### config.mk
export PLATFORM = sky130hd
export DESIGN_NAME = sbma_ctrl
export DESIGN_NICKNAME = d
export VERILOG_FILES = /design/src/design/sbma_pkg.sv /design/src/design/sbma_ctrl.sv
export SDC_FILE = /design/constraint.sdc
export NUM_CORES = 1
export LEC_CHECK = 0
export BUFFER_PORTS_ARGS = -buffer_cell sky130_fd_sc_hd__buf_2
export CAP_MARGIN = 30
export CORE_MARGIN = 1
export CORE_UTILIZATION = 44
export DETAILED_ROUTE_END_ITERATION = 16
export PLACE_DENSITY_LB_ADDON = 0.15
export RECOVER_POWER = 25
export SLEW_MARGIN = 5
export SYNTH_ARGS = -nofsm -noshare
export SYNTH_HDL_FRONTEND = slang
export SYNTH_SLANG_ARGS = --single-unit
### constraint.sdc
create_clock -name clk_i -period 2.1 [get_ports clk_i]
set_clock_uncertainty 0.1 [all_clocks]
set_input_delay 0.21 -clock clk_i [delete_from_list [all_inputs] [get_ports clk_i]]
set_output_delay 0.21 -clock clk_i [all_outputs]
set_load 0.1 [all_outputs]
### src/design/sbma_pkg.sv
// ----------------------------------------------------------------------------
// Sparse block matrix assembler package
// Shared widths, codes, controller states and the command and status bundles.
// ----------------------------------------------------------------------------
package sbma_pkg;

  localparam int unsigned MaxBlocksDef = 256;
  localparam int unsigned BlockLenDef  = 2;
  localparam int unsigned MaxRowsDef   = 64;

  localparam int unsigned KIND_W    = 3;
  localparam int unsigned ROW_W     = 6;
  localparam int unsigned COL_W     = 10;
  localparam int unsigned EL_W      = 2;
  localparam int unsigned VAL_W     = 32;
  localparam int unsigned POS_W     = 9;
  localparam int unsigned ST_W      = 3;
  localparam int unsigned IDX_W     = 9;
  localparam int unsigned NR_W      = 7;
  localparam int unsigned NC_W      = 11;
  localparam int unsigned CFG_IDX_W = 2;
  localparam int unsigned KEY_W     = ROW_W + COL_W;

  localparam logic [NR_W-1:0] NumRowsRst = NR_W'(64);
  localparam logic [NC_W-1:0] NumColsRst = NC_W'(1024);

  typedef enum logic [KIND_W-1:0] {
    KIND_CLEAR      = 3'd0,
    KIND_LOAD       = 3'd1,
    KIND_BUILD      = 3'd2,
    KIND_READ_ENTRY = 3'd3,
    KIND_READ_ROW   = 3'd4,
    KIND_FIND       = 3'd5
  } kind_e;

  typedef enum logic [ST_W-1:0] {
    ST_OK        = 3'd0,
    ST_FULL      = 3'd1,
    ST_RANGE     = 3'd2,
    ST_NOT_FOUND = 3'd3,
    ST_NOT_BUILT = 3'd4
  } status_e;

  typedef enum logic [CFG_IDX_W-1:0] {
    CFG_NUM_ROWS = 2'd0,
    CFG_NUM_COLS = 2'd1
  } cfg_reg_e;

  typedef enum logic [1:0] {
    SRC_NONE,
    SRC_ENTRY,
    SRC_ROW_START,
    SRC_FOUND
  } res_src_e;

  typedef enum logic [3:0] {
    S_IDLE,
    S_DECODE,
    S_LZERO,
    S_BMIN,
    S_BSUM,
    S_BPK,
    S_BRS,
    S_BTAIL,
    S_RDENT,
    S_RDRS,
    S_FLO,
    S_FHI,
    S_FSCAN,
    S_RESP
  } state_e;

  typedef struct packed {
    logic     cap_in;
    logic     ld_clear;
    logic     ld_wr_row;
    logic     ld_wr_zero;
    logic     ld_wr_el;
    logic     ld_inc;
    logic     k_clr;
    logic     k_inc;
    logic     bld_init;
    logic     scan_start;
    logic     scan_sum;
    logic     scan_issue;
    logic     take_min;
    logic     pk_wr;
    logic     rs_wr;
    logic     cnt_inc;
    logic     built_set;
    logic     rd_entry;
    logic     rd_rs_pos;
    logic     rd_rs_ri;
    logic     rd_rs_ri1;
    logic     f_lo;
    logic     f_hi;
    logic     f_issue;
    logic     res_load;
    status_e  res_status;
    res_src_e res_src;
    logic     push;
  } cmd_t;

  typedef struct packed {
    logic [KIND_W-1:0] kind;
    logic el_bad;
    logic el_zero;
    logic range_bad;
    logic full;
    logic empty;
    logic built;
    logic pos_bad_entry;
    logic pos_bad_rs;
    logic k_last;
    logic issue_done;
    logic s1_valid;
    logic min_found;
    logic rs_more;
    logic rs_tail_more;
    logic f_issue_done;
    logic f_hit;
    logic out_free;
  } sts_t;

endpackage

### src/design/sbma_ctrl.sv
// ----------------------------------------------------------------------------
// Sparse block matrix assembler controller
// Sequences each command word through the datapath by command and status.
// ----------------------------------------------------------------------------
module sbma_ctrl import sbma_pkg::*; (
  input  logic clk_i,
  input  logic rst_ni,
  input  logic in_valid_i,
  output logic in_ready_o,
  input  sts_t sts_i,
  output cmd_t cmd_o
);

  state_e state_q, state_d;

  always_ff @(posedge clk_i or negedge rst_ni) begin
    if (!rst_ni) begin
      state_q <= S_IDLE;
    end else begin
      state_q <= state_d;
    end
  end

  always_comb begin
    state_d    = state_q;
    cmd_o      = '0;
    in_ready_o = 1'b0;
    unique case (state_q)
      S_IDLE: begin
        in_ready_o = 1'b1;
        if (in_valid_i) begin
          cmd_o.cap_in = 1'b1;
          state_d      = S_DECODE;
        end
      end
      S_DECODE: begin
        cmd_o.res_status = ST_OK;
        cmd_o.res_src    = SRC_NONE;
        state_d          = S_RESP;
        unique case (sts_i.kind)
          KIND_CLEAR: begin
            cmd_o.ld_clear = 1'b1;
            cmd_o.res_load = 1'b1;
          end
          KIND_LOAD: begin
            cmd_o.res_load = 1'b1;
            if (sts_i.el_bad) begin
              cmd_o.res_status = ST_RANGE;
            end else if (sts_i.el_zero) begin
              if (sts_i.range_bad) begin
                cmd_o.res_status = ST_RANGE;
              end else if (sts_i.full) begin
                cmd_o.res_status = ST_FULL;
              end else begin
                cmd_o.res_load  = 1'b0;
                cmd_o.ld_wr_row = 1'b1;
                cmd_o.k_clr     = 1'b1;
                state_d         = S_LZERO;
              end
            end else if (sts_i.empty) begin
              cmd_o.res_status = ST_RANGE;
            end else begin
              cmd_o.ld_wr_el = 1'b1;
            end
          end
          KIND_BUILD: begin
            cmd_o.bld_init   = 1'b1;
            cmd_o.scan_start = 1'b1;
            state_d          = S_BMIN;
          end
          KIND_READ_ENTRY: begin
            if (!sts_i.built) begin
              cmd_o.res_load   = 1'b1;
              cmd_o.res_status = ST_NOT_BUILT;
            end else if (sts_i.pos_bad_entry) begin
              cmd_o.res_load   = 1'b1;
              cmd_o.res_status = ST_RANGE;
            end else begin
              cmd_o.rd_entry = 1'b1;
              state_d        = S_RDENT;
            end
          end
          KIND_READ_ROW: begin
            if (!sts_i.built) begin
              cmd_o.res_load   = 1'b1;
              cmd_o.res_status = ST_NOT_BUILT;
            end else if (sts_i.pos_bad_rs) begin
              cmd_o.res_load   = 1'b1;
              cmd_o.res_status = ST_RANGE;
            end else begin
              cmd_o.rd_rs_pos = 1'b1;
              state_d         = S_RDRS;
            end
          end
          KIND_FIND: begin
            if (!sts_i.built) begin
              cmd_o.res_load   = 1'b1;
              cmd_o.res_status = ST_NOT_BUILT;
            end else if (sts_i.range_bad) begin
              cmd_o.res_load   = 1'b1;
              cmd_o.res_status = ST_RANGE;
            end else begin
              cmd_o.rd_rs_ri = 1'b1;
              state_d        = S_FLO;
            end
          end
          default: begin
            cmd_o.res_load   = 1'b1;
            cmd_o.res_status = ST_RANGE;
          end
        endcase
      end
      S_LZERO: begin
        cmd_o.ld_wr_zero = 1'b1;
        cmd_o.k_inc      = 1'b1;
        if (sts_i.k_last) begin
          cmd_o.ld_inc     = 1'b1;
          cmd_o.res_load   = 1'b1;
          cmd_o.res_status = ST_OK;
          cmd_o.res_src    = SRC_NONE;
          state_d          = S_RESP;
        end
      end
      S_BMIN: begin
        cmd_o.scan_issue = !sts_i.issue_done;
        if (sts_i.issue_done && !sts_i.s1_valid) begin
          if (sts_i.min_found) begin
            cmd_o.take_min   = 1'b1;
            cmd_o.scan_start = 1'b1;
            state_d          = S_BSUM;
          end else begin
            state_d = S_BTAIL;
          end
        end
      end
      S_BSUM: begin
        cmd_o.scan_sum   = 1'b1;
        cmd_o.scan_issue = !sts_i.issue_done;
        if (sts_i.issue_done && !sts_i.s1_valid) begin
          cmd_o.k_clr = 1'b1;
          state_d     = S_BPK;
        end
      end
      S_BPK: begin
        cmd_o.pk_wr = 1'b1;
        cmd_o.k_inc = 1'b1;
        if (sts_i.k_last) begin
          state_d = S_BRS;
        end
      end
      S_BRS: begin
        if (sts_i.rs_more) begin
          cmd_o.rs_wr = 1'b1;
        end else begin
          cmd_o.cnt_inc = 1'b1;
          if (sts_i.min_found) begin
            cmd_o.take_min   = 1'b1;
            cmd_o.scan_start = 1'b1;
            state_d          = S_BSUM;
          end else begin
            state_d = S_BTAIL;
          end
        end
      end
      S_BTAIL: begin
        if (sts_i.rs_tail_more) begin
          cmd_o.rs_wr = 1'b1;
        end else begin
          cmd_o.built_set  = 1'b1;
          cmd_o.res_load   = 1'b1;
          cmd_o.res_status = ST_OK;
          cmd_o.res_src    = SRC_NONE;
          state_d          = S_RESP;
        end
      end
      S_RDENT: begin
        cmd_o.res_load   = 1'b1;
        cmd_o.res_status = ST_OK;
        cmd_o.res_src    = SRC_ENTRY;
        state_d          = S_RESP;
      end
      S_RDRS: begin
        cmd_o.res_load   = 1'b1;
        cmd_o.res_status = ST_OK;
        cmd_o.res_src    = SRC_ROW_START;
        state_d          = S_RESP;
      end
      S_FLO: begin
        cmd_o.f_lo      = 1'b1;
        cmd_o.rd_rs_ri1 = 1'b1;
        state_d         = S_FHI;
      end
      S_FHI: begin
        cmd_o.f_hi = 1'b1;
        state_d    = S_FSCAN;
      end
      S_FSCAN: begin
        if (sts_i.f_hit) begin
          cmd_o.res_load   = 1'b1;
          cmd_o.res_status = ST_OK;
          cmd_o.res_src    = SRC_FOUND;
          state_d          = S_RESP;
        end else if (sts_i.f_issue_done && !sts_i.s1_valid) begin
          cmd_o.res_load   = 1'b1;
          cmd_o.res_status = ST_NOT_FOUND;
          cmd_o.res_src    = SRC_NONE;
          state_d          = S_RESP;
        end else begin
          cmd_o.f_issue = !sts_i.f_issue_done;
        end
      end
      S_RESP: begin
        if (sts_i.out_free) begin
          cmd_o.push = 1'b1;
          state_d    = S_IDLE;
        end
      end
      default: begin
        state_d = S_IDLE;
      end
    endcase
  end

endmodule

==> results of run 1 <==
-- synthesized netlist by cell type (2+ instances only) --
cell / number / area [sq um]
nor2_1: 21 / 78.8
nand2_1: 16 / 60.1
nor3_1: 9 / 45.0
o21ai_0: 9 / 45.0
nand2b_1: 7 / 43.8
nand3_1: 7 / 35.0
clkbuf_1: 5 / 18.8
inv_1: 5 / 18.8
nor2b_1: 5 / 31.3
dfrtp_1: 4 / 100
nor4_1: 4 / 25.0
a21oi_1: 3 / 15.0
buf_4: 3 / 22.5
mux2i_1: 3 / 30.0
o21bai_1: 3 / 22.5
a31oi_1: 2 / 12.5
and2b_1: 2 / 15.0
and3_1: 2 / 12.5
ha_1: 2 / 25.0
mux2_2: 2 / 22.5
o21a_1: 2 / 15.0
o22ai_1: 2 / 12.5
o31a_1: 2 / 17.5
or2_2: 2 / 12.5
-- cell families after synthesis --
| group | after synthesis | synth area share, % |
|---|---|---|
| AOI/OAI and AO/OA | 36 | 28.3 |
| adders and majority gates | 2 | 2.61 |
| buffers and inverters | 15 | 7.95 |
| DFF | 4 | 10.4 |
| muxes | 5 | 5.48 |
| and+or+nand+nor | 83 | 45.2 |
-- per-stage QoR --
step	instance area [sq um]	setup slack [ps]	instances
after floorplan	1310	-588	145
after global placement	2120	154	234
==> impl_results.md, run 1 <==
- Chip height: 48.7 um
- Post-synth EDFFs: 0
- Die width: 48.7 um
- Yosys warning count: 0
- Unique masters post-synth: 47
- Last stage: detailed placement
- Outcome: aborted with a tool error
- Final Wtd Congestion: 0.927
- Mapped Area: 960 sq um
- Io pins: 55
- Port bufs: 54
- Register bit total from synthesis: 4
- FFs w/ async S/R, synth: 100%
- Err: [ERROR DPL-0038] Utilization greater than 100%, impossible to legalize
- Starting Density: 47.9%
- Post-Synthesis Mean Instance Area: 6.62 sq um
- Register area share after synthesis: 10.4%
- Mapped Nets: 170
- Mapped Cells: 145
- Synth Flop Type: dfrtp_1
- Row Count: 16
==> run 2: changes to the inputs <==
--- a/config.mk
+++ b/config.mk
@@ -7,9 +7,9 @@
 export LEC_CHECK = 0
 export BUFFER_PORTS_ARGS = -buffer_cell sky130_fd_sc_hd__buf_2
 export CAP_MARGIN = 30
-export CORE_MARGIN = 1
-export CORE_UTILIZATION = 44
+export CORE_AREA = 2 2 63 65
 export DETAILED_ROUTE_END_ITERATION = 16
+export DIE_AREA = 0 0 65 67
 export PLACE_DENSITY_LB_ADDON = 0.15
 export RECOVER_POWER = 25
 export SLEW_MARGIN = 5
==> impl_results.md, run 2 <==
- Actual slew at the worst max-slew pin: 544 ps
- Cell Area, Placed: 2190 sq um
- Row Count: 22 (was 16)
- Mapped Area: 960 sq um (unchanged)
- Clock Latency Late Sink: 220 ps
- Clk root buf: clkbuf_8
- Cell area power density: 1300 nW/um^2
- Worst Setup End Kind: output port
- Post-Synthesis Mean Instance Area: 6.62 sq um (unchanged)
- Via density: 5.09
- Number of global-route vias before repair: 1,332
- Static leakage: 0.000972 uW
- Synth area leaders: dfrtp_1, nor2_1, nand2_1 (unchanged)
- Mapped Nets: 170 (unchanged)
- Largest registers: state_q: 4 flops
- Worst hold slack: 266 ps
- Worst VDD drop: 0.436 mV
- Die width: 65 um (was 48.7 um)
- P_int: 1240 uW
- Period utilisation layout: 97.1%
- DRC: 0
- Via count: 1,364
- Antenna Violating Nets Remaining: 0
- Post-route setup slack: 60.8 ps
- Hold Vio Cnt, Final: 0
- Final non-filler cell area: 2290 sq um
- FFs w/ async S/R, synth: 100% (unchanged)
- Final Util: 63.4%
- Slew Limit Fails: 0
- Die area: 4360 sq um
- DRT Pass-1 Iters: 4
- Port bufs: 54 (unchanged)
- Grt total ovfl: 0
- RSZ-0062 raised after global routing: yes
- Largest net degree at the start of global routing: 16
- Register bit total from synthesis: 4 (unchanged)
- Unique masters post-synth: 47 (unchanged)
- Commonest cells in the synthesized netlist: nor2_1, nand2_1, nor3_1, o21ai_0 (unchanged)
- Clk sink count: 4
- Synth area leader: dfrtp_1 (unchanged)
- Io pins: 55 (unchanged)
- Final Wtd Congestion: 0.858 (was 0.927)
- Detailed Place HPWL: 3160 um
- Tmin final: 2040 ps
- Register area share after synthesis: 10.4% (unchanged)
- Synth top area share: 10.4% (unchanged)
- Outcome: completed (was aborted with a tool error)
- Antenna diodes: 0
- Fin nets: 247
- Leading cell type in the layout, fill and taps excluded: buf_12
- Yosys warning count: 0 (unchanged)
- Clock share of power: 5.4%
- Max-cap violations: 0
- Mapped Cells: 145 (unchanged)
- Max clock buf depth: 2
- GRT Total Usage: 18.3%
- Inserted Clock Buffers: 3
- Area grow syn2layout: 138%
- Starting Density: 26.6% (was 47.9%)
- Comb power frac: 89.1%
- First-pass GRT wire length: 6240 um
- CP Data Required Time: 1790 ps
- Switch Pwr: 1740 uW
- Commonest cells after routing, fill and taps aside: buf_12, buf_4, buf_2
- Critical Path AT: 1730 ps
- Post-synth EDFFs: 0 (unchanged)
- Flop pwr share: 5.5%
- Ratio of cells with drive above 1 in the final layout: 60.9%
- Slew margin rel.: 63.9%
- Max FFs per register: 4
- Largest reg by FF count: state_q
- Switching share of power: 58.5%
- Dpl ws: 100 ps
- CTS tree: built
- CTS clk-pin slew, worst paths: 30 ps
- Worst Path Max Fanout: 6
- Setup crit start kind: flip-flop
- Post-detailed-routing wire length: 3900 um
- Initial antenna violation count: 0
- Synth Flop Type: dfrtp_1 (unchanged)
- Chip height: 67 um (was 48.7 um)
- Count leader, synth: nor2_1 (unchanged)
- DRT iter0 DRCs: 72
- Fmax achieved: 0.490 GHz
- Core area: 3610 sq um
- H-tree Lvls: 1
- CP Class: flip-flop to output port
- Endpoints failing setup: 0
- Per-cell routed wire length: 14.6 um
- HP Class: input pin to asynchronous set/reset pin
run 2: cell counts after synthesis:
Identical to the previous run, type by type.
run 2: routing by layer:
layer | part of all wire, % | up-vias | GRT usage (%)
li1 | - | 682 | -
met1 | 38 | 633 | 21.0
met2 | 57 | 45 | 35.7
met3 | 4.8 | 4 | 2.53
met4 | 0.44 | 0 | 3.72
met5 | 0 | - | 0
run 2: power groups by stage:
stage	clock, uW	sequential [uW]	combinational, uW
6_report	160	165	2650
5_1_grt	169	171	2780
4_1_cts	161	164	2630
3_5_place_dp	0	164	2590
3_3_place_gp	0	161	2570
2_1_floorplan	0	151	1850
run 2: path summary, 6_finish.rpt:
| path | from | end | slack (ps) | cells after the start |
|---|---|---|---|---|
| setup / recovery | state_q[0] | cmd_o[21] | 60 | 6 |
| hold / removal | rst_ni | state_q[3] | 270 | 2 |
| setup reg to reg | state_q[0] | state_q[0] | 90 | 6 |
| hold reg to reg | state_q[0] | state_q[2] | 690 | 3 |
| max in group asynchronous | rst_ni | state_q[2] | 1430 | 2 |
| min in group clk_i | sts_i[1] | state_q[3] | 380 | 3 |
run 2: per-stage QoR:
stage                     power (uW)  std cells  setup TNS, ps
after floorplan                 2000        145          -4440
after global placement          2730        257              0
after detailed placement        2750        257              0
after CTS                       2960        264              0
after global routing            3120        268          -27.4
final                           2980        268              0
run 2: layout make-up:
| type | instances | area [sq um] |
|---|---|---|
| clock buffers | 3 | 41.3 |
| multi-input cells | 126 | 1140 |
| inverters | 5 | 18.8 |
| fillers | 309 | 1320 |
| well taps | 48 | 60.1 |
| repair buffers | 82 | 925 |
| flip-flops and latches | 4 | 101 |
run 2: timing repair:
action                                 4_1_cts  5_1_grt
setup endpoints to repair                    5        9
hold buffers                                 1        0
resized for setup                            2        8
pin swaps                                    4        6
endpoints found under the hold margin        4        0
setup buffers                                3        4
run 2: logic make-up after synthesis:
| family | Yosys count | share of synthesized area (%) |
|---|---|---|
| flip-flops | 4 | 10.4 |
| multiplexers | 5 | 5.48 |
| adder cells (fa/ha/maj) | 2 | 2.61 |
| AND/OR/NAND/NOR | 83 | 45.2 |
| buffers and inverters | 15 | 7.95 |
| AO/OA/AOI/OAI | 36 | 28.3 |
run 2: critical path, cell delays in order, from the launching register on:
cell and delay [ps]:
dfrtp_1 400, buf_4 190, nand2b_4 200, nor3_4 260
o21a_4 180, or2_4 120, buf_12 160
Power figures use the tool's default switching activity.
==> run 3: changes to the inputs <==
--- a/config.mk
+++ b/config.mk
@@ -7,6 +7,8 @@
 export LEC_CHECK = 0
 export BUFFER_PORTS_ARGS = -buffer_cell sky130_fd_sc_hd__buf_2
 export CAP_MARGIN = 30
+export CELL_PAD_IN_SITES_DETAIL_PLACEMENT = 0
+export CELL_PAD_IN_SITES_GLOBAL_PLACEMENT = 1
 export CORE_AREA = 2 2 63 65
 export DETAILED_ROUTE_END_ITERATION = 16
 export DIE_AREA = 0 0 65 67
==> impl_results.md, run 3 (synthesized netlist as in run 2, its figures left out) <==
- Setup crit start kind: flip-flop (unchanged)
- CP endpoint: cmd_o[21] (unchanged)
- Inserted Clock Buffers: 3 (unchanged)
- Reg-to-reg slack, setup: 150 ps (was 90 ps)
- Filler cells: 312 (was 309)
- DRC: 0 (unchanged)
- Worst path slowest cell: dfrtp_1 (unchanged)
- Clock Latency Late Sink: 220 ps (about the same)
- Cell area power density: 1310 nW/um^2 (was 1300 nW/um^2)
- Commonest cells after routing, fill and taps aside: buf_12, buf_2, buf_4 (was buf_12, buf_4, buf_2)
- Via density: 5.24 (was 5.09)
- Placed insts: 257 (unchanged)
- Cell Area, Placed: 2200 sq um (was 2190 sq um)
- Max-cap violations: 0 (unchanged)
- GRT Total Usage: 19.9% (was 18.3%)
- Multi-input logic area: 1150 sq um (was 1140 sq um)
- Period utilisation layout: 98.0% (was 97.1%)
- Critical Path AT: 1750 ps (was 1730 ps)
- Area grow syn2layout: 140% (was 138%)
- Starting Density: 26.6% (unchanged)
- Row Count: 22 (unchanged)
- CP Cell Sequence: buf_6 > nand2b_4 > buf_4 > nor3_4 > o21a_4 > or2_4 > buf_12 (was buf_4 > nand2b_4 > nor3_4 > o21a_4 > or2_4 > buf_12)
- Die area: 4360 sq um (unchanged)
- Dpl ws: 111 ps (was 100 ps)
- CTS clk-pin slew, worst paths: 30 ps (about the same)
- Final Util: 63.8% (was 63.4%)
- DRT Pass-1 Iters: 5 (was 4)
- Initial antenna violation count: 0 (unchanged)
- Max FFs per register: 4 (unchanged)
- Worst Setup End Kind: output port (unchanged)
- Grt total ovfl: 0 (unchanged)
- Total power: 3020 uW (was 2980 uW)
- Switch Pwr: 1760 uW (was 1740 uW)
- Reg-to-reg critical path endpoint: state_q[0] (unchanged)
- Flop pwr share: 5.8% (was 5.5%)
- Comb power frac: 88.6% (was 89.1%)
- Post-detailed-routing wire length: 3990 um (was 3900 um)
- Largest reg by FF count: state_q (unchanged)
- Leading cell type in the layout, fill and taps excluded: buf_12 (unchanged)
- Clk sink count: 4 (unchanged)
- Worst Path Buf+Inv: 3 (was 2)
- Per-cell routed wire length: 15.1 um (was 14.6 um)
- FF-to-FF path depth: 8 (was 6)
- CTS tree: built (unchanged)
- Fin nets: 243 (was 247)
- Chip height: 67 um (unchanged)
- Tmin final: 2060 ps (was 2040 ps)
- Largest registers: state_q: 4 flops (unchanged)
- CP top delay family: buffers and inverters (was simple AND/OR/NAND/NOR gates)
- Final Wtd Congestion: 0.831 (was 0.858)
- CP Data Required Time: 1790 ps (about the same)
- Post-route insts no fill: 264 (was 268)
- Clk root buf: clkbuf_8 (unchanged)
- Post-route setup slack: 42.4 ps (was 60.8 ps)
- Number of global-route vias before repair: 1,446 (was 1,332)
- Core area: 3610 sq um (unchanged)
- Worst VDD drop: 0.570 mV (was 0.436 mV)
- Storage cell area: 103 sq um (was 101 sq um)
- R2r startpoint: state_q[2] (was state_q[0])
- Worst Path Max Fanout: 15 (was 6)
- Ratio of cells with drive above 1 in the final layout: 60.2% (was 60.9%)
- Outcome: completed (unchanged)
- Max incr delay on CP: 400 ps (about the same)
- Endpoints failing setup: 0 (unchanged)
- HP Class: input pin to asynchronous set/reset pin (unchanged)
- Fmax achieved: 0.486 GHz (was 0.490 GHz)
- RSZ-0062 raised after global routing: yes (unchanged)
- Clock share of power: 5.6% (was 5.4%)
- Max clock buf depth: 2 (unchanged)
- H-tree Lvls: 1 (unchanged)
- Via count: 1,384 (was 1,364)
- CP Launch Point: state_q[2] (was state_q[0])
- Largest net degree at the start of global routing: 21 (was 16)
- Antenna Violating Nets Remaining: 0 (unchanged)
- Switching share of power: 58.3% (was 58.5%)
- Die width: 65 um (unchanged)
- DRT iter0 DRCs: 71 (was 72)
- Io pins: 55 (unchanged)
- CP Class: flip-flop to output port (unchanged)
- P_int: 1260 uW (was 1240 uW)
- Hold Vio Cnt, Final: 0 (unchanged)
- Final non-filler cell area: 2300 sq um (was 2290 sq um)
- Slew margin rel.: 63.8% (was 63.9%)
- Actual slew at the worst max-slew pin: 545 ps (was 544 ps)
- Port bufs: 54 (unchanged)
- Static leakage: 0.000951 uW (was 0.000972 uW)
- First-pass GRT wire length: 6730 um (was 6240 um)
- Slew Limit Fails: 0 (unchanged)
- Detailed Place HPWL: 3380 um (was 3160 um)
- Antenna diodes: 0 (unchanged)
- WP depth: 7 (was 6)
run 3: power by group through the flow:
stage | clock network (uW) | registers (uW) | logic, uW
2_1_floorplan | 0 | 151 | 1850
4_1_cts | 171 | 170 | 2640
6_report | 168 | 176 | 2680
5_1_grt | 176 | 182 | 2810
3_3_place_gp | 0 | 165 | 2590
3_5_place_dp | 0 | 167 | 2620
run 3: worst min-delay path by stage:
stage / startpoint / endpoint / slack [ps]
final: rst_ni / state_q[0] / 250
after global routing: rst_ni / state_q[0] / 280
after CTS: rst_ni / state_q[3] / 220
after detailed placement: rst_ni / state_q[1] / -80
after global placement: rst_ni / state_q[1] / -80
after floorplan: rst_ni / state_q[0] / -190
run 3: cell type report:
class | count | area share [%]
well taps | 48 | 2.61
multi-input cells | 126 | 49.9
flip-flops and latches | 4 | 4.46
clock buffers | 3 | 1.80
inverters | 5 | 0.816
repair buffers | 78 | 40.4
run 3: what timing repair did:
| item | 4_1_cts | 5_1_grt |
|---|---|---|
| pin swaps | 4 | 6 |
| hold buffers | 1 | 0 |
| endpoints found under the setup margin | 3 | 7 |
| buffers inserted | 1 | 2 |
| resized for setup | 3 | 11 |
| hold endpoints to repair | 4 | 0 |
run 3: layer usage:
layer	GRT usage [%]	routed length [um]
met1	20.3	1360
met2	41.1	2370
met3	2.87	208
met4	5.85	51
met5	0	0
run 3: metrics by stage:
step                hold WS [ps]  TNS (ps)
detailed placement         -79.2         0
CTS                          219         0
global placement           -83.4         0
finish                       250         0
floorplan                   -186     -4440
global route                 282     -51.9
run 3: worst register-to-register path: stages, from the launching register on:
cell,delay (ps)
dfrtp_1,380
buf_6,190
nand2b_4,60
buf_4,170
nor3_4,190
nor2b_2,90
o211a_4,270
and4bb_1,200
a311oi_2,180
==> run 4: changes to the inputs <==
--- a/config.mk
+++ b/config.mk
@@ -5,6 +5,7 @@
 export SDC_FILE = /design/constraint.sdc
 export NUM_CORES = 1
 export LEC_CHECK = 0
+export ABC_AREA = 1
 export BUFFER_PORTS_ARGS = -buffer_cell sky130_fd_sc_hd__buf_2
 export CAP_MARGIN = 30
 export CELL_PAD_IN_SITES_DETAIL_PLACEMENT = 0
==> constraint.sdc (replaced) <==
create_clock -name clk_i -period 2.45 [get_ports clk_i]
set_clock_uncertainty 0.1 [all_clocks]
set_input_delay 0.245 -clock clk_i [delete_from_list [all_inputs] [get_ports clk_i]]
set_output_delay 0.245 -clock clk_i [all_outputs]
set_load 0.1 [all_outputs]
==> impl_results.md, run 4 <==
- CTS clk-pin slew, worst paths: 30 ps (about the same)
- Number of global-route vias before repair: 1,299 (was 1,446)
- Switching share of power: 72.4% (was 58.3%)
- Final Util: 39.1% (was 63.8%)
- GRT Total Usage: 16.2% (was 19.9%)
- Largest reg by FF count: state_q (unchanged)
- First-pass GRT wire length: 5430 um (was 6730 um)
- Hold Vio Cnt, Final: 0 (unchanged)
- Static leakage: 0.000877 uW (was 0.000951 uW)
- Post-synthesis xor/xnor area fraction: 0% (unchanged)
- Period utilisation layout: 95.8%
- Filler cells: 438 (was 312)
- FFs w/ async S/R, synth: 100% (unchanged)
- Comb power frac: 83.0% (was 88.6%)
- Antenna diodes: 0 (unchanged)
- Via count: 1,349 (was 1,384)
- Reg-to-reg slack, setup: 520 ps (was 150 ps)
- Synth top area share: 23.8% (was 10.4%)
- Post-CTS setup buffers: 0 (was 1)
- Outcome: completed (unchanged)
- Commonest cells in the synthesized netlist: nand2_1, nor2_1, inv_1, nand3_1, inv_2 (was nor2_1, nand2_1, nor3_1, o21ai_0)
- Largest registers: state_q: 4 flops (unchanged)
- Mapped Cells: 190 (was 145)
- Worst Path Max Fanout: 6 (was 15)
- P_int: 486 uW (was 1260 uW)
- Critical Path AT: 2000 ps (was 1750 ps)
- Chip height: 67 um (unchanged)
- Ratio of cells with drive above 1 in the final layout: 40.1% (was 60.2%)
- Starting Density: 26.7% (was 26.6%)
- Leading cell type in the layout, fill and taps excluded: nand2_1 (was buf_12)
- Clock Latency Late Sink: 220 ps (about the same)
- Yosys warning count: 0 (unchanged)
- Flop pwr share: 8.9% (was 5.8%)
- DRT iter0 DRCs: 41 (was 71)
- Synth Flop Type: dfrtp_1 (unchanged)
- Per-cell routed wire length: 11.3 um (was 15.1 um)
- Post-Synthesis Mean Instance Area: 5.06 sq um (was 6.62 sq um)
- DRC: 0 (unchanged)
- CP endpoint: cmd_o[3] (was cmd_o[21])
- Slew Limit Fails: 0 (unchanged)
- Area grow syn2layout: 46.6% (was 140%)
- Synth area leader: nand2_1 (was dfrtp_1)
- Core area: 3610 sq um (unchanged)
- Unique masters post-synth: 24 (was 47)
- Reg-to-reg critical path endpoint: state_q[0] (unchanged)
- Initial antenna violation count: 0 (unchanged)
- Post-Synth Simple-Gate Area: 61.5% (was 45.2%)
- FF-to-FF path depth: 10 (was 8)
- CP Data Required Time: 2110 ps (was 1790 ps)
- Row Count: 22 (unchanged)
- Register bit total from synthesis: 4 (unchanged)
- Fin nets: 274 (was 243)
- Setup crit start kind: flip-flop (unchanged)
- Largest net degree at the start of global routing: 9 (was 21)
- Fmax achieved: 0.426 GHz
- CP Class: flip-flop to output port (unchanged)
- Grt total ovfl: 0 (unchanged)
- Die width: 65 um (unchanged)
- Tmin final: 2350 ps
- Compound-cell area share of the yosys netlist: 11.3% (was 28.3%)
- RSZ-0062 raised after global routing: no (was yes)
- Slew margin rel.: 63.8% (about the same)
- Synth area leaders: nand2_1, nor2_1, dfrtp_1 (was dfrtp_1, nor2_1, nand2_1)
- Worst hold slack: 315 ps (was 250 ps)
- Port bufs: 54 (unchanged)
- CP Cell Sequence: nor2_2 > inv_2 > nor2_4 > nand2_1 > o41ai_4 > buf_2 (was buf_6 > nand2b_4 > buf_4 > nor3_4 > o21a_4 > or2_4 > buf_12)
- Register area share after synthesis: 10.4% (about the same)
- Clk sink count: 4 (unchanged)
- Mux share of post-synthesis cell area: 0% (was 5.48%)
- Post-detailed-routing wire length: 3340 um (was 3990 um)
- Count leader, synth: nand2_1 (was nor2_1)
- Worst Setup End Kind: output port (unchanged)
- Largest family of logic cells by synthesized area: simple AND/OR/NAND/NOR gates (unchanged)
- Max clock buf depth: 2 (unchanged)
- R2r startpoint: state_q[0] (was state_q[2])
- Detailed Place HPWL: 2950 um (was 3380 um)
- Fraction of the mapped netlist area in adder cells: 2.60% (was 2.61%)
- Mapped Area: 962 sq um (was 960 sq um)
- Clk root buf: clkbuf_8 (unchanged)
- Commonest cells after routing, fill and taps aside: nand2_1, buf_2, nor2_1 (was buf_12, buf_2, buf_4)
- Final Wtd Congestion: 0.814 (was 0.831)
- Via density: 4.57 (was 5.24)
- HP Class: input pin to asynchronous set/reset pin (unchanged)
- Switch Pwr: 1270 uW (was 1760 uW)
- Max FFs per register: 4 (unchanged)
- H-tree Lvls: 1 (unchanged)
- DRT Pass-1 Iters: 4 (was 5)
- CP Launch Point: state_q[3] (was state_q[2])
- Post-synth EDFFs: 0 (unchanged)
- Cell area power density: 1250 nW/um^2 (was 1310 nW/um^2)
- Total power: 1760 uW (was 3020 uW)
- Io pins: 55 (unchanged)
- Antenna Violating Nets Remaining: 0 (unchanged)
- Inserted Clock Buffers: 3 (unchanged)
- Die area: 4360 sq um (unchanged)
- Max-cap violations: 0 (unchanged)
- Actual slew at the worst max-slew pin: 546 ps (was 545 ps)
- Worst VDD drop: 0.476 mV (was 0.570 mV)
- Worst path slowest cell: buf_2 (was dfrtp_1)
- Endpoints failing setup: 0 (unchanged)
- Mapped Nets: 215 (was 170)
- CTS tree: built (unchanged)
- Max incr delay on CP: 470 ps (was 400 ps)
- Clock share of power: 8.1% (was 5.6%)
run 4: cell count changes in the layout (fill, tap and decap cells not counted), moves of 8 or more:
cell,previous run,this run
buf_12,31,0
buf_2,21,52
buf_4,18,0
inv_1,4,24
inv_2,1,9
nand2_1,13,62
nor2_1,12,28
nor3_4,9,0
run 4: critical path, delay by kind of cell (launching register included):
family,cells,cell delay [ps]
and+or+nand+nor,3,580
buffers and inverters,2,540
DFF,1,430
AOI/OAI and AO/OA,1,230
run 4: timing repair:
item                                   4_1_cts  5_1_grt
gates resized for setup                      0        0
hold buffers                                 1        0
endpoints found under the hold margin        4        0
run 4: layout make-up:
| class | instances | area (sq um) | share of cell area [%] |
|---|---|---|---|
| clock buffers | 3 | 41.3 | 2.93 |
| inverters | 33 | 124 | 8.78 |
| multi-input cells | 151 | 802 | 56.9 |
| flip-flops and latches | 4 | 100 | 7.10 |
| well taps | 48 | 60.1 | 4.26 |
| repair buffers | 56 | 283 | 20.1 |
run 4: through the flow:
stage                     worst slack (ps)  std cells  instance area [sq um]  setup TNS [ps]
final                                  104        295                   1410               0
after global routing                  2.60        295                   1410               0
after CTS                              108        295                   1430               0
after detailed placement               329        291                   1370               0
after global placement                 330        291                   1370               0
after floorplan                       -809        190                   1050           -3770
run 4: kinds of logic after synthesis:
kind of cell,count (synthesis)
AND/OR/NAND/NOR,134
buffers and inverters,35
AO/OA/AOI/OAI,15
flip-flops,4
adder cells (fa/ha/maj),2
run 4: how the worst min path moves through the flow:
stage | start | end
after floorplan | rst_ni | state_q[0]
after global placement | rst_ni | state_q[2]
after detailed placement | rst_ni | state_q[2]
after CTS | rst_ni | state_q[2]
after global routing | rst_ni | state_q[2]
final | rst_ni | state_q[3]
run 4: layer usage:
layer	share of wire, %	up-vias	global-route usage, %
li1	-	703	-
met1	43	589	18.2
met2	48	48	29.8
met3	5.6	9	1.52
met4	2.8	0	9.31
met5	0	-	0
run 4: power by group through the flow:
stage	Sequential [uW]	Combinational, uW	Clock, uW
detailed placement	158	1490	0
global placement	156	1500	0
global route	160	1560	150
finish	156	1460	143
floorplan	150	1240	0
CTS	158	1490	143
